### config.mk
export PLATFORM = sky130hd
export DESIGN_NAME = refcounted_inode_table_flat
export DESIGN_NICKNAME = d
export VERILOG_FILES = /design/src/rtl/rit_pkg.sv /design/src/rtl/rit_if.sv /design/src/rtl/refcounted_inode_table.sv /design/src/flat_wrapper.sv
export SDC_FILE = /design/constraint.sdc
export NUM_CORES = 2
export LEC_CHECK = 0
export ABC_AREA = 1
export ABC_CLOCK_PERIOD_IN_PS = 5800
export BUFFER_PORTS_ARGS = -buffer_cell sky130_fd_sc_hd__buf_2
export CAP_MARGIN = 20
export CORE_ASPECT_RATIO = 0.6
export CORE_UTILIZATION = 34
export DETAILED_ROUTE_END_ITERATION = 8
export PLACE_DENSITY = 0.52
export RECOVER_POWER = 100
export SYNTH_ARGS = -nofsm -noshare
export SYNTH_HDL_FRONTEND = slang
export SYNTH_SLANG_ARGS = --single-unit
### constraint.sdc
create_clock -name clk -period 5.8 [get_ports clk]
set_clock_uncertainty 0.05 [all_clocks]
set_input_delay 0.58 -clock clk [delete_from_list [all_inputs] [get_ports clk]]
set_output_delay 0.58 -clock clk [all_outputs]
set_load 0.005 [all_outputs]
### src/rtl/rit_pkg.sv
// ----------------------------------------------------------------------------
// rit_pkg
// Types and codes shared by the reference-counted inode table.
// ----------------------------------------------------------------------------
`default_nettype none

package rit_pkg;

    localparam int DEV_W   = 16;
    localparam int INO_W   = 32;
    localparam int CNT_W   = 16;
    localparam int SLOT_W  = 5;
    localparam int STAT_W  = 3;

    localparam logic [CNT_W-1:0] COUNT_MAX = '1;

    // request codes
    localparam logic CMD_GET = 1'b0;
    localparam logic CMD_PUT = 1'b1;

    typedef enum logic [STAT_W-1:0] {
        ST_HIT        = 3'd0,
        ST_CLAIMED    = 3'd1,
        ST_FULL       = 3'd2,
        ST_STILL_USED = 3'd3,
        ST_NOW_FREE   = 3'd4,
        ST_PUT_FREE   = 3'd5
    } status_t;

    typedef enum logic [2:0] {
        S_CLEAR,
        S_IDLE,
        S_SCAN,
        S_PUT,
        S_OUT
    } state_t;

    // one table entry as stored in the slot memory
    typedef struct packed {
        logic [DEV_W-1:0] device;
        logic [INO_W-1:0] inode;
        logic [CNT_W-1:0] count;
    } entry_t;

    // one result word
    typedef struct packed {
        logic [SLOT_W-1:0] slot;
        status_t           status;
        logic              fetch;
        logic              write_back;
        logic [CNT_W-1:0]  use_count;
    } result_t;

endpackage

`default_nettype wire

### src/rtl/rit_if.sv
// ----------------------------------------------------------------------------
// rit_if
// Channel interfaces of the inode table: request, response, configuration.
// ----------------------------------------------------------------------------
`default_nettype none

interface rit_req_if;
    logic                            valid;
    logic                            ready;
    logic                            command;
    logic [rit_pkg::DEV_W-1:0]       device;
    logic [rit_pkg::INO_W-1:0]       inode_number;
    logic [rit_pkg::SLOT_W-1:0]      slot_in;

    modport source (output valid, command, device, inode_number, slot_in,
                    input ready);
    modport sink   (input valid, command, device, inode_number, slot_in,
                    output ready);
endinterface

interface rit_rsp_if;
    logic                            valid;
    logic                            ready;
    logic [rit_pkg::SLOT_W-1:0]      slot;
    logic [rit_pkg::STAT_W-1:0]      status;
    logic                            fetch;
    logic                            write_back;
    logic [rit_pkg::CNT_W-1:0]       use_count;

    modport source (output valid, slot, status, fetch, write_back, use_count,
                    input ready);
    modport sink   (input valid, slot, status, fetch, write_back, use_count,
                    output ready);
endinterface

interface rit_cfg_if;
    logic                            valid;
    logic                            ready;
    logic [rit_pkg::DEV_W-1:0]       data;

    modport source (output valid, data, input ready);
    modport sink   (input valid, data, output ready);
endinterface

`default_nettype wire

### src/rtl/refcounted_inode_table.sv
// ----------------------------------------------------------------------------
// refcounted_inode_table
// Reference-counted inode cache: get (lookup or claim) and put (release).
// ----------------------------------------------------------------------------
// After reset the block clears every slot of the slot memory and
// accepts no request until that pass is done (config writes are taken at
// any time). Slot state lives in one memory with one write and one
// registered read per cycle, scanned one slot per cycle. A get scans
// the table until it hits or has read every slot, then claims a free
// slot or reports the table full; a put reads the selected slot and
// releases one reference if the slot is live. The next request can be
// taken in the cycle after the result is loaded. One request is in
// flight at a time; the result sits in an output register so the next
// request is taken while it waits to be read. A result that cannot be
// loaded because the register is still full holds the block until the
// register drains.
`default_nettype none

module refcounted_inode_table #(
    parameter int SLOTS = 32
) (
    input  wire         clk,
    input  wire         rst_n,
    rit_cfg_if.sink     cfg,
    rit_req_if.sink     req,
    rit_rsp_if.source   rsp
);

    localparam int IDXW = (SLOTS > 1) ? $clog2(SLOTS) : 1;
    localparam int CNTW = IDXW + 1;
    localparam int WIDEW = ((IDXW > rit_pkg::SLOT_W) ? IDXW : rit_pkg::SLOT_W) + 1;

    rit_pkg::state_t  state_reg, state_next;

    logic [CNTW-1:0]  scan_cnt_reg, scan_cnt_next;
    logic             eval_vld_reg, eval_vld_next;
    logic [IDXW-1:0]  eval_idx_reg;
    logic             have_free_reg, have_free_next;
    logic [IDXW-1:0]  free_idx_reg, free_idx_next;

    logic [rit_pkg::DEV_W-1:0]  dev_reg;
    logic [rit_pkg::INO_W-1:0]  ino_reg;
    logic [rit_pkg::SLOT_W-1:0] sel_reg;
    logic                       sel_ok_reg;
    logic [IDXW-1:0]            sel_idx_reg;
    logic [rit_pkg::DEV_W-1:0]  no_device_reg;

    rit_pkg::result_t res_reg, res_next;
    rit_pkg::result_t out_reg;
    logic             out_valid_reg, out_valid_next;

    // slot memory
    rit_pkg::entry_t  mem [SLOTS];
    rit_pkg::entry_t  rd_data_reg;
    logic [IDXW-1:0]  rd_addr;
    logic             mem_we;
    logic [IDXW-1:0]  mem_waddr;
    rit_pkg::entry_t  mem_wdata;

    logic [WIDEW-1:0] sel_wide, eval_wide, free_wide;
    logic             sel_ok;
    logic             req_fire, out_load;
    logic             key_match, eval_hit, scan_done, issue;
    logic [rit_pkg::CNT_W-1:0] cnt_inc, cnt_dec;

    // ---------------------------------------------------------------- decode
    assign sel_wide  = WIDEW'(req.slot_in);
    assign sel_ok    = sel_wide < WIDEW'(SLOTS);
    assign eval_wide = WIDEW'(eval_idx_reg);
    assign free_wide = WIDEW'(free_idx_reg);

    assign req.ready = (state_reg == rit_pkg::S_IDLE);
    assign req_fire  = req.valid && req.ready;
    assign cfg.ready = 1'b1;

    assign key_match = (rd_data_reg.device == dev_reg) && (rd_data_reg.inode == ino_reg);
    assign eval_hit  = eval_vld_reg && (rd_data_reg.count != '0) && key_match;
    assign scan_done = !eval_vld_reg && (scan_cnt_reg == CNTW'(SLOTS));
    assign issue     = (state_reg == rit_pkg::S_SCAN) && (scan_cnt_reg < CNTW'(SLOTS));
    assign out_load  = (state_reg == rit_pkg::S_OUT) && (!out_valid_reg || rsp.ready);

    assign cnt_inc = (rd_data_reg.count == rit_pkg::COUNT_MAX) ? rd_data_reg.count
                                                               : rd_data_reg.count + 1'b1;
    assign cnt_dec = rd_data_reg.count - 1'b1;

    // ------------------------------------------------------------ next state
    always_comb
    begin
        state_next = state_reg;
        unique case (state_reg)
            rit_pkg::S_CLEAR:
            begin
                if (scan_cnt_reg == CNTW'(SLOTS - 1))
                    state_next = rit_pkg::S_IDLE;
            end
            rit_pkg::S_IDLE:
            begin
                if (req_fire)
                    state_next = (req.command == rit_pkg::CMD_PUT) ? rit_pkg::S_PUT
                                                                   : rit_pkg::S_SCAN;
            end
            rit_pkg::S_SCAN:
            begin
                if (eval_hit || scan_done)
                    state_next = rit_pkg::S_OUT;
            end
            rit_pkg::S_PUT:
                state_next = rit_pkg::S_OUT;
            rit_pkg::S_OUT:
            begin
                if (out_load)
                    state_next = rit_pkg::S_IDLE;
            end
            default:
                state_next = rit_pkg::S_IDLE;
        endcase
    end

    // -------------------------------------------------------------- datapath
    always_comb
    begin
        mem_we         = 1'b0;
        mem_waddr      = eval_idx_reg;
        mem_wdata      = '0;
        rd_addr        = scan_cnt_reg[IDXW-1:0];
        res_next       = res_reg;
        scan_cnt_next  = scan_cnt_reg;
        eval_vld_next  = issue;
        have_free_next = have_free_reg;
        free_idx_next  = free_idx_reg;

        unique case (state_reg)
            rit_pkg::S_CLEAR:
            begin
                mem_we        = 1'b1;
                mem_waddr     = scan_cnt_reg[IDXW-1:0];
                scan_cnt_next = scan_cnt_reg + 1'b1;
            end
            rit_pkg::S_IDLE:
            begin
                rd_addr = sel_wide[IDXW-1:0];
                if (req_fire)
                begin
                    scan_cnt_next  = '0;
                    have_free_next = 1'b0;
                end
            end
            rit_pkg::S_SCAN:
            begin
                if (issue)
                    scan_cnt_next = scan_cnt_reg + 1'b1;
                if (eval_vld_reg && rd_data_reg.count == '0)
                begin
                    have_free_next = 1'b1;
                    free_idx_next  = eval_idx_reg;
                end
                if (eval_hit)
                begin
                    mem_we               = 1'b1;
                    mem_waddr            = eval_idx_reg;
                    mem_wdata            = rd_data_reg;
                    mem_wdata.count      = cnt_inc;
                    res_next.slot        = eval_wide[rit_pkg::SLOT_W-1:0];
                    res_next.status      = rit_pkg::ST_HIT;
                    res_next.fetch       = 1'b0;
                    res_next.write_back  = 1'b0;
                    res_next.use_count   = cnt_inc;
                end
                else if (scan_done)
                begin
                    if (have_free_reg)
                    begin
                        mem_we               = 1'b1;
                        mem_waddr            = free_idx_reg;
                        mem_wdata.device     = dev_reg;
                        mem_wdata.inode      = ino_reg;
                        mem_wdata.count      = rit_pkg::CNT_W'(1);
                        res_next.slot        = free_wide[rit_pkg::SLOT_W-1:0];
                        res_next.status      = rit_pkg::ST_CLAIMED;
                        res_next.fetch       = (dev_reg != no_device_reg);
                        res_next.write_back  = 1'b0;
                        res_next.use_count   = rit_pkg::CNT_W'(1);
                    end
                    else
                    begin
                        res_next = '{slot: '0, status: rit_pkg::ST_FULL, fetch: 1'b0,
                                     write_back: 1'b0, use_count: '0};
                    end
                end
            end
            rit_pkg::S_PUT:
            begin
                res_next.slot  = sel_reg;
                res_next.fetch = 1'b0;
                if (!sel_ok_reg || rd_data_reg.count == '0)
                begin
                    res_next.status     = rit_pkg::ST_PUT_FREE;
                    res_next.write_back = 1'b0;
                    res_next.use_count  = '0;
                end
                else
                begin
                    mem_we              = 1'b1;
                    mem_waddr           = sel_idx_reg;
                    mem_wdata           = rd_data_reg;
                    mem_wdata.count     = cnt_dec;
                    res_next.status     = (cnt_dec == '0) ? rit_pkg::ST_NOW_FREE
                                                          : rit_pkg::ST_STILL_USED;
                    res_next.write_back = (cnt_dec == '0);
                    res_next.use_count  = cnt_dec;
                end
            end
            rit_pkg::S_OUT:
            begin
            end
            default:
            begin
            end
        endcase
    end

    // output register: loads when empty or being drained
    always_comb
    begin
        out_valid_next = out_valid_reg;
        if (out_load)
            out_valid_next = 1'b1;
        else if (rsp.ready)
            out_valid_next = 1'b0;
    end

    // ------------------------------------------------------------- registers
    always_ff @(posedge clk or negedge rst_n)
    begin
        if (!rst_n)
        begin
            state_reg     <= rit_pkg::S_CLEAR;
            scan_cnt_reg  <= '0;
            eval_vld_reg  <= 1'b0;
            have_free_reg <= 1'b0;
            out_valid_reg <= 1'b0;
            no_device_reg <= '0;
        end
        else
        begin
            state_reg     <= state_next;
            scan_cnt_reg  <= scan_cnt_next;
            eval_vld_reg  <= eval_vld_next;
            have_free_reg <= have_free_next;
            out_valid_reg <= out_valid_next;
            if (cfg.valid && cfg.ready)
                no_device_reg <= cfg.data;
        end
    end

    always_ff @(posedge clk)
    begin
        eval_idx_reg <= scan_cnt_reg[IDXW-1:0];
        free_idx_reg <= free_idx_next;
        res_reg      <= res_next;
        if (req_fire)
        begin
            dev_reg     <= req.device;
            ino_reg     <= req.inode_number;
            sel_reg     <= req.slot_in;
            sel_ok_reg  <= sel_ok;
            sel_idx_reg <= sel_wide[IDXW-1:0];
        end
        if (out_load)
            out_reg <= res_reg;
    end

    // slot memory, one write and one registered read per cycle
    always_ff @(posedge clk)
    begin
        if (mem_we)
            mem[mem_waddr] <= mem_wdata;
        rd_data_reg <= mem[rd_addr];
    end

    assign rsp.valid      = out_valid_reg;
    assign rsp.slot       = out_reg.slot;
    assign rsp.status     = out_reg.status;
    assign rsp.fetch      = out_reg.fetch;
    assign rsp.write_back = out_reg.write_back;
    assign rsp.use_count  = out_reg.use_count;

endmodule

`default_nettype wire

### src/flat_wrapper.sv
// flat-port wrapper written by rule: the top's interface ports become plain ports
module refcounted_inode_table_flat 
#(
    parameter int SLOTS = 32
)
  (clk, rst_n, cfg_valid, cfg_data, cfg_ready, req_valid, req_command, req_device, req_inode_number, req_slot_in, req_ready, rsp_valid, rsp_slot, rsp_status, rsp_fetch, rsp_write_back, rsp_use_count, rsp_ready);
  rit_cfg_if cfg_i ();
  rit_req_if req_i ();
  rit_rsp_if rsp_i ();
  input  wire clk;
  input  wire rst_n;
  input wire logic [$bits(cfg_i.valid)-1:0] cfg_valid;
  input wire logic [$bits(cfg_i.data)-1:0] cfg_data;
  output wire logic [$bits(cfg_i.ready)-1:0] cfg_ready;
  input wire logic [$bits(req_i.valid)-1:0] req_valid;
  input wire logic [$bits(req_i.command)-1:0] req_command;
  input wire logic [$bits(req_i.device)-1:0] req_device;
  input wire logic [$bits(req_i.inode_number)-1:0] req_inode_number;
  input wire logic [$bits(req_i.slot_in)-1:0] req_slot_in;
  output wire logic [$bits(req_i.ready)-1:0] req_ready;
  output wire logic [$bits(rsp_i.valid)-1:0] rsp_valid;
  output wire logic [$bits(rsp_i.slot)-1:0] rsp_slot;
  output wire logic [$bits(rsp_i.status)-1:0] rsp_status;
  output wire logic [$bits(rsp_i.fetch)-1:0] rsp_fetch;
  output wire logic [$bits(rsp_i.write_back)-1:0] rsp_write_back;
  output wire logic [$bits(rsp_i.use_count)-1:0] rsp_use_count;
  input wire logic [$bits(rsp_i.ready)-1:0] rsp_ready;
  assign cfg_i.valid = cfg_valid;
  assign cfg_i.data = cfg_data;
  assign cfg_ready = cfg_i.ready;
  assign req_i.valid = req_valid;
  assign req_i.command = req_command;
  assign req_i.device = req_device;
  assign req_i.inode_number = req_inode_number;
  assign req_i.slot_in = req_slot_in;
  assign req_ready = req_i.ready;
  assign rsp_valid = rsp_i.valid;
  assign rsp_slot = rsp_i.slot;
  assign rsp_status = rsp_i.status;
  assign rsp_fetch = rsp_i.fetch;
  assign rsp_write_back = rsp_i.write_back;
  assign rsp_use_count = rsp_i.use_count;
  assign rsp_i.ready = rsp_ready;
  refcounted_inode_table #(.SLOTS(SLOTS)) u_core (.clk(clk), .rst_n(rst_n), .cfg(cfg_i), .req(req_i), .rsp(rsp_i));
endmodule
==> metrics <==
top cell type by total area after synthesis=edfxtp_1; CP arrival=5.42 ns; routed len/inst=25.2 microns; syn avg cell area=11.9 sq um; register area=66900 sq um; TritonCTS buffer count=204; Nets=7885; DRT antenna net count=0; die height=404 microns; GRT Util Overall=0.209; Ports=104; CP Class=register to register; global-route wire length before repair=419000 microns; setup violators final=0; synth unique cells=48; Final period util=0.883; leakage power=36.9 nW; DP HPWL=167000 microns; Filler Cell Count=25731; initial antenna violation count=14; Worst EP required=6.10 ns; CTS Buffer Depth=4; CP startpoint kind=register; Worst-Margin Slew=2.18 ns; Area growth syn-to-layout=12.7%; max-slew violations=1274; Setup Fix Bufs, Post-CTS=0; Congestion Overflow GR=0; Placer Congestion=0.855; top_reg_cell synth=edfxtp_1; synth top area cells=edfxtp_1 71%, nand3_1 9.5%, nand2_1 8.7%; number of synthesized flops with an enable pin=2158; CTS tree=built; clock root buffer=clkbuf_16; number of global-route vias before repair=57168; num rows=147; Crit Path Max Fanout=17; Starting Density=0.342; cell count after synthesis=7680; Critical Path Sink Type=register; number of port buffers=102; final wirelength=291000 microns; CORE AREA=268000 sq um; footprint of the multi-input gates=21200 sq um; vias=61096; DR vias/cell=5.29; CTS Sinks=2255; share of the synthesized area in the top cell type=0.708; Async SR Flop Fraction=0.0124; YS warnings=0; Largest register FFs=2048; worst hold path class=primary input to register; Hold Worst Slack=0.125 ns; post-synthesis sequential area ratio=0.730; Mapped Area=91600 sq um; f_max=0.195 GHz; H-Tree Depth=4; Max VDD drop=0.000468 V; syn_nets=7760; drt pass-1 iters=6; status=complete, but fails checks; RSZ-0062 raised after global routing=no; worst skew pair latency=0.88 ns; Max-Cap Viols=41; failing checks=capacitance limit, slew limit; power per cell area=579 nW/um^2; die area=271000 sq um; chip width=672 microns; setup_tns=0 ns; share of cells above drive strength 1=0.0699; largest net degree at the start of global routing=168; final hold vios=0; Initial DRC Count=7909; DRC viols=0; Rel. slew slack=-0.466; min Tclk post-route=5.12 ns; #FFs+latches synth=2255; clk slew on worst S/H paths=0.07 ns
==> critical path, stage by stage (launching register included) <==
cell     delay, ns
dfxtp_1       0.49
inv_1         0.13
ha_1          0.29
nand2_1       0.17
nor2_1        0.12
nand3_1       0.34
nand3_1       0.15
nor2_2        0.10
nand2_1       0.31
inv_1         0.65
nand3_1       0.20
o21ai_0       1.61
==> layout make-up <==
type,instances,share of cell area
Antenna cell,7,0.000170
Clock buffer,273,0.0538
Clock inverter,97,0.00862
Inverter,316,0.0118
Multi-Input combinational cell,4646,0.205
Sequential cell,2255,0.648
Tap cell,3576,0.0433
Timing Repair Buffer,382,0.0291
==> cell usage in the layout, fill, tap and decap left out, types with 6 or more instances in the layout <==
cell type and count:
o21ai_1 13, nor3_1 13, clkbuf_16 207, nand3_1 1733, buf_4 89, clkinvlp_4 8, clkbuf_8 13, xnor2_1 21
o22ai_2 8, edfxtp_1 2158, nor2_1 170, diode_2 7, buf_12 40, a21oi_1 98, clkbuf_2 29, xor2_1 15
dlygate4sd3_1 72, o21ai_0 265, buf_2 35, nand2_1 2129, mux2_2 12, dfrtp_1 28, o211ai_1 50, nand4_1 25
bufinv_16 16, o22ai_1 28, clkinv_2 29, nor2_4 11, clkinv_1 37, dfxtp_1 69, nor2_2 8, inv_1 304
inv_2 6, clkbuf_1 162
==> Yosys cell counts, types with 15 or more instances <==
library cell,n
a21oi_1,98
nor2_1,179
xnor2_1,21
clkbuf_1,53
nand2_1,2124
buf_1,37
buf_6,32
o211ai_1,50
buf_4,34
nand3_1,1732
o21ai_0,263
nand4_1,25
o22ai_1,36
edfxtp_1,2158
o21ai_1,21
buf_2,307
dfrtp_1,28
inv_1,301
xor2_1,15
dfxtp_1,69
==> metrics by stage <==
| step | power [W] | instance area, sq um | instances | setup WS [ns] | util |
|---|---|---|---|---|---|
| floorplan | 0.0370 | 91600 | 7680 | 0.840 | - |
| global placement | 0.0465 | 96800 | 11098 | 1.36 | 0.362 |
| detailed placement | 0.0465 | 96900 | 11100 | 1.39 | 0.362 |
| CTS | 0.0601 | 104000 | 11542 | 1.36 | 0.389 |
| global route | 0.0629 | 103000 | 11548 | 0.581 | 0.386 |
| finish | 0.0598 | 103000 | 11552 | 0.678 | 0.386 |
==> per-layer routing <==
metal | share of wire | GRT usage | vias up
li1 | - | - | 27402
met2 | 0.43 | 0.308 | 2743
met1 | 0.47 | 0.329 | 30637
met3 | 0.087 | 0.0314 | 314
met5 | 0 | 0 | -
met4 | 0.017 | 0.0362 | 0
==> logic make-up (layout without fill, tap and decap cells) <==
group           Yosys count  count (layout)  share of synthesized area
mux                      12              12                    0.00148
simple gates           4115            4115                      0.196
other cells               1               8                  0.0000409
fa+ha+maj                 5               5                   0.000683
compound gates          477             477                     0.0283
xor+xnor                 36              36                    0.00344
flops                  2255            2255                      0.730
buf+inv                 779            1068                     0.0402
==> where the power goes <==
part           internal [W]  switching [W]  total [W]
clock network       0.00744        0.00614     0.0136
logic               0.00609         0.0189     0.0249
registers            0.0205       0.000798     0.0213
total                0.0340         0.0258     0.0598
==> timing repair <==
action,CTS,global route
endpoints found under the hold margin,99,0
hold buffers,72,0
resized for setup,0,0
==> worst paths after layout <==
path,from,end,slack (ns),cells after the start
worst max-delay path,u_core.rd_data_reg[0],u_core.mem[19][7],0.68,11
worst min-delay path,cfg_valid,u_core.no_device_reg[7],0.13,3
worst max register to register,u_core.rd_data_reg[0],u_core.mem[19][7],0.68,11
worst min register to register,u_core.res_reg[15],u_core.rsp.use_count[15],0.34,0
max in group asynchronous,rst_n,u_core.scan_cnt_reg[3],4.00,2
min in group asynchronous,rst_n,u_core.no_device_reg[12],0.69,2
Note: power is estimated with default switching activity, not from simulation.
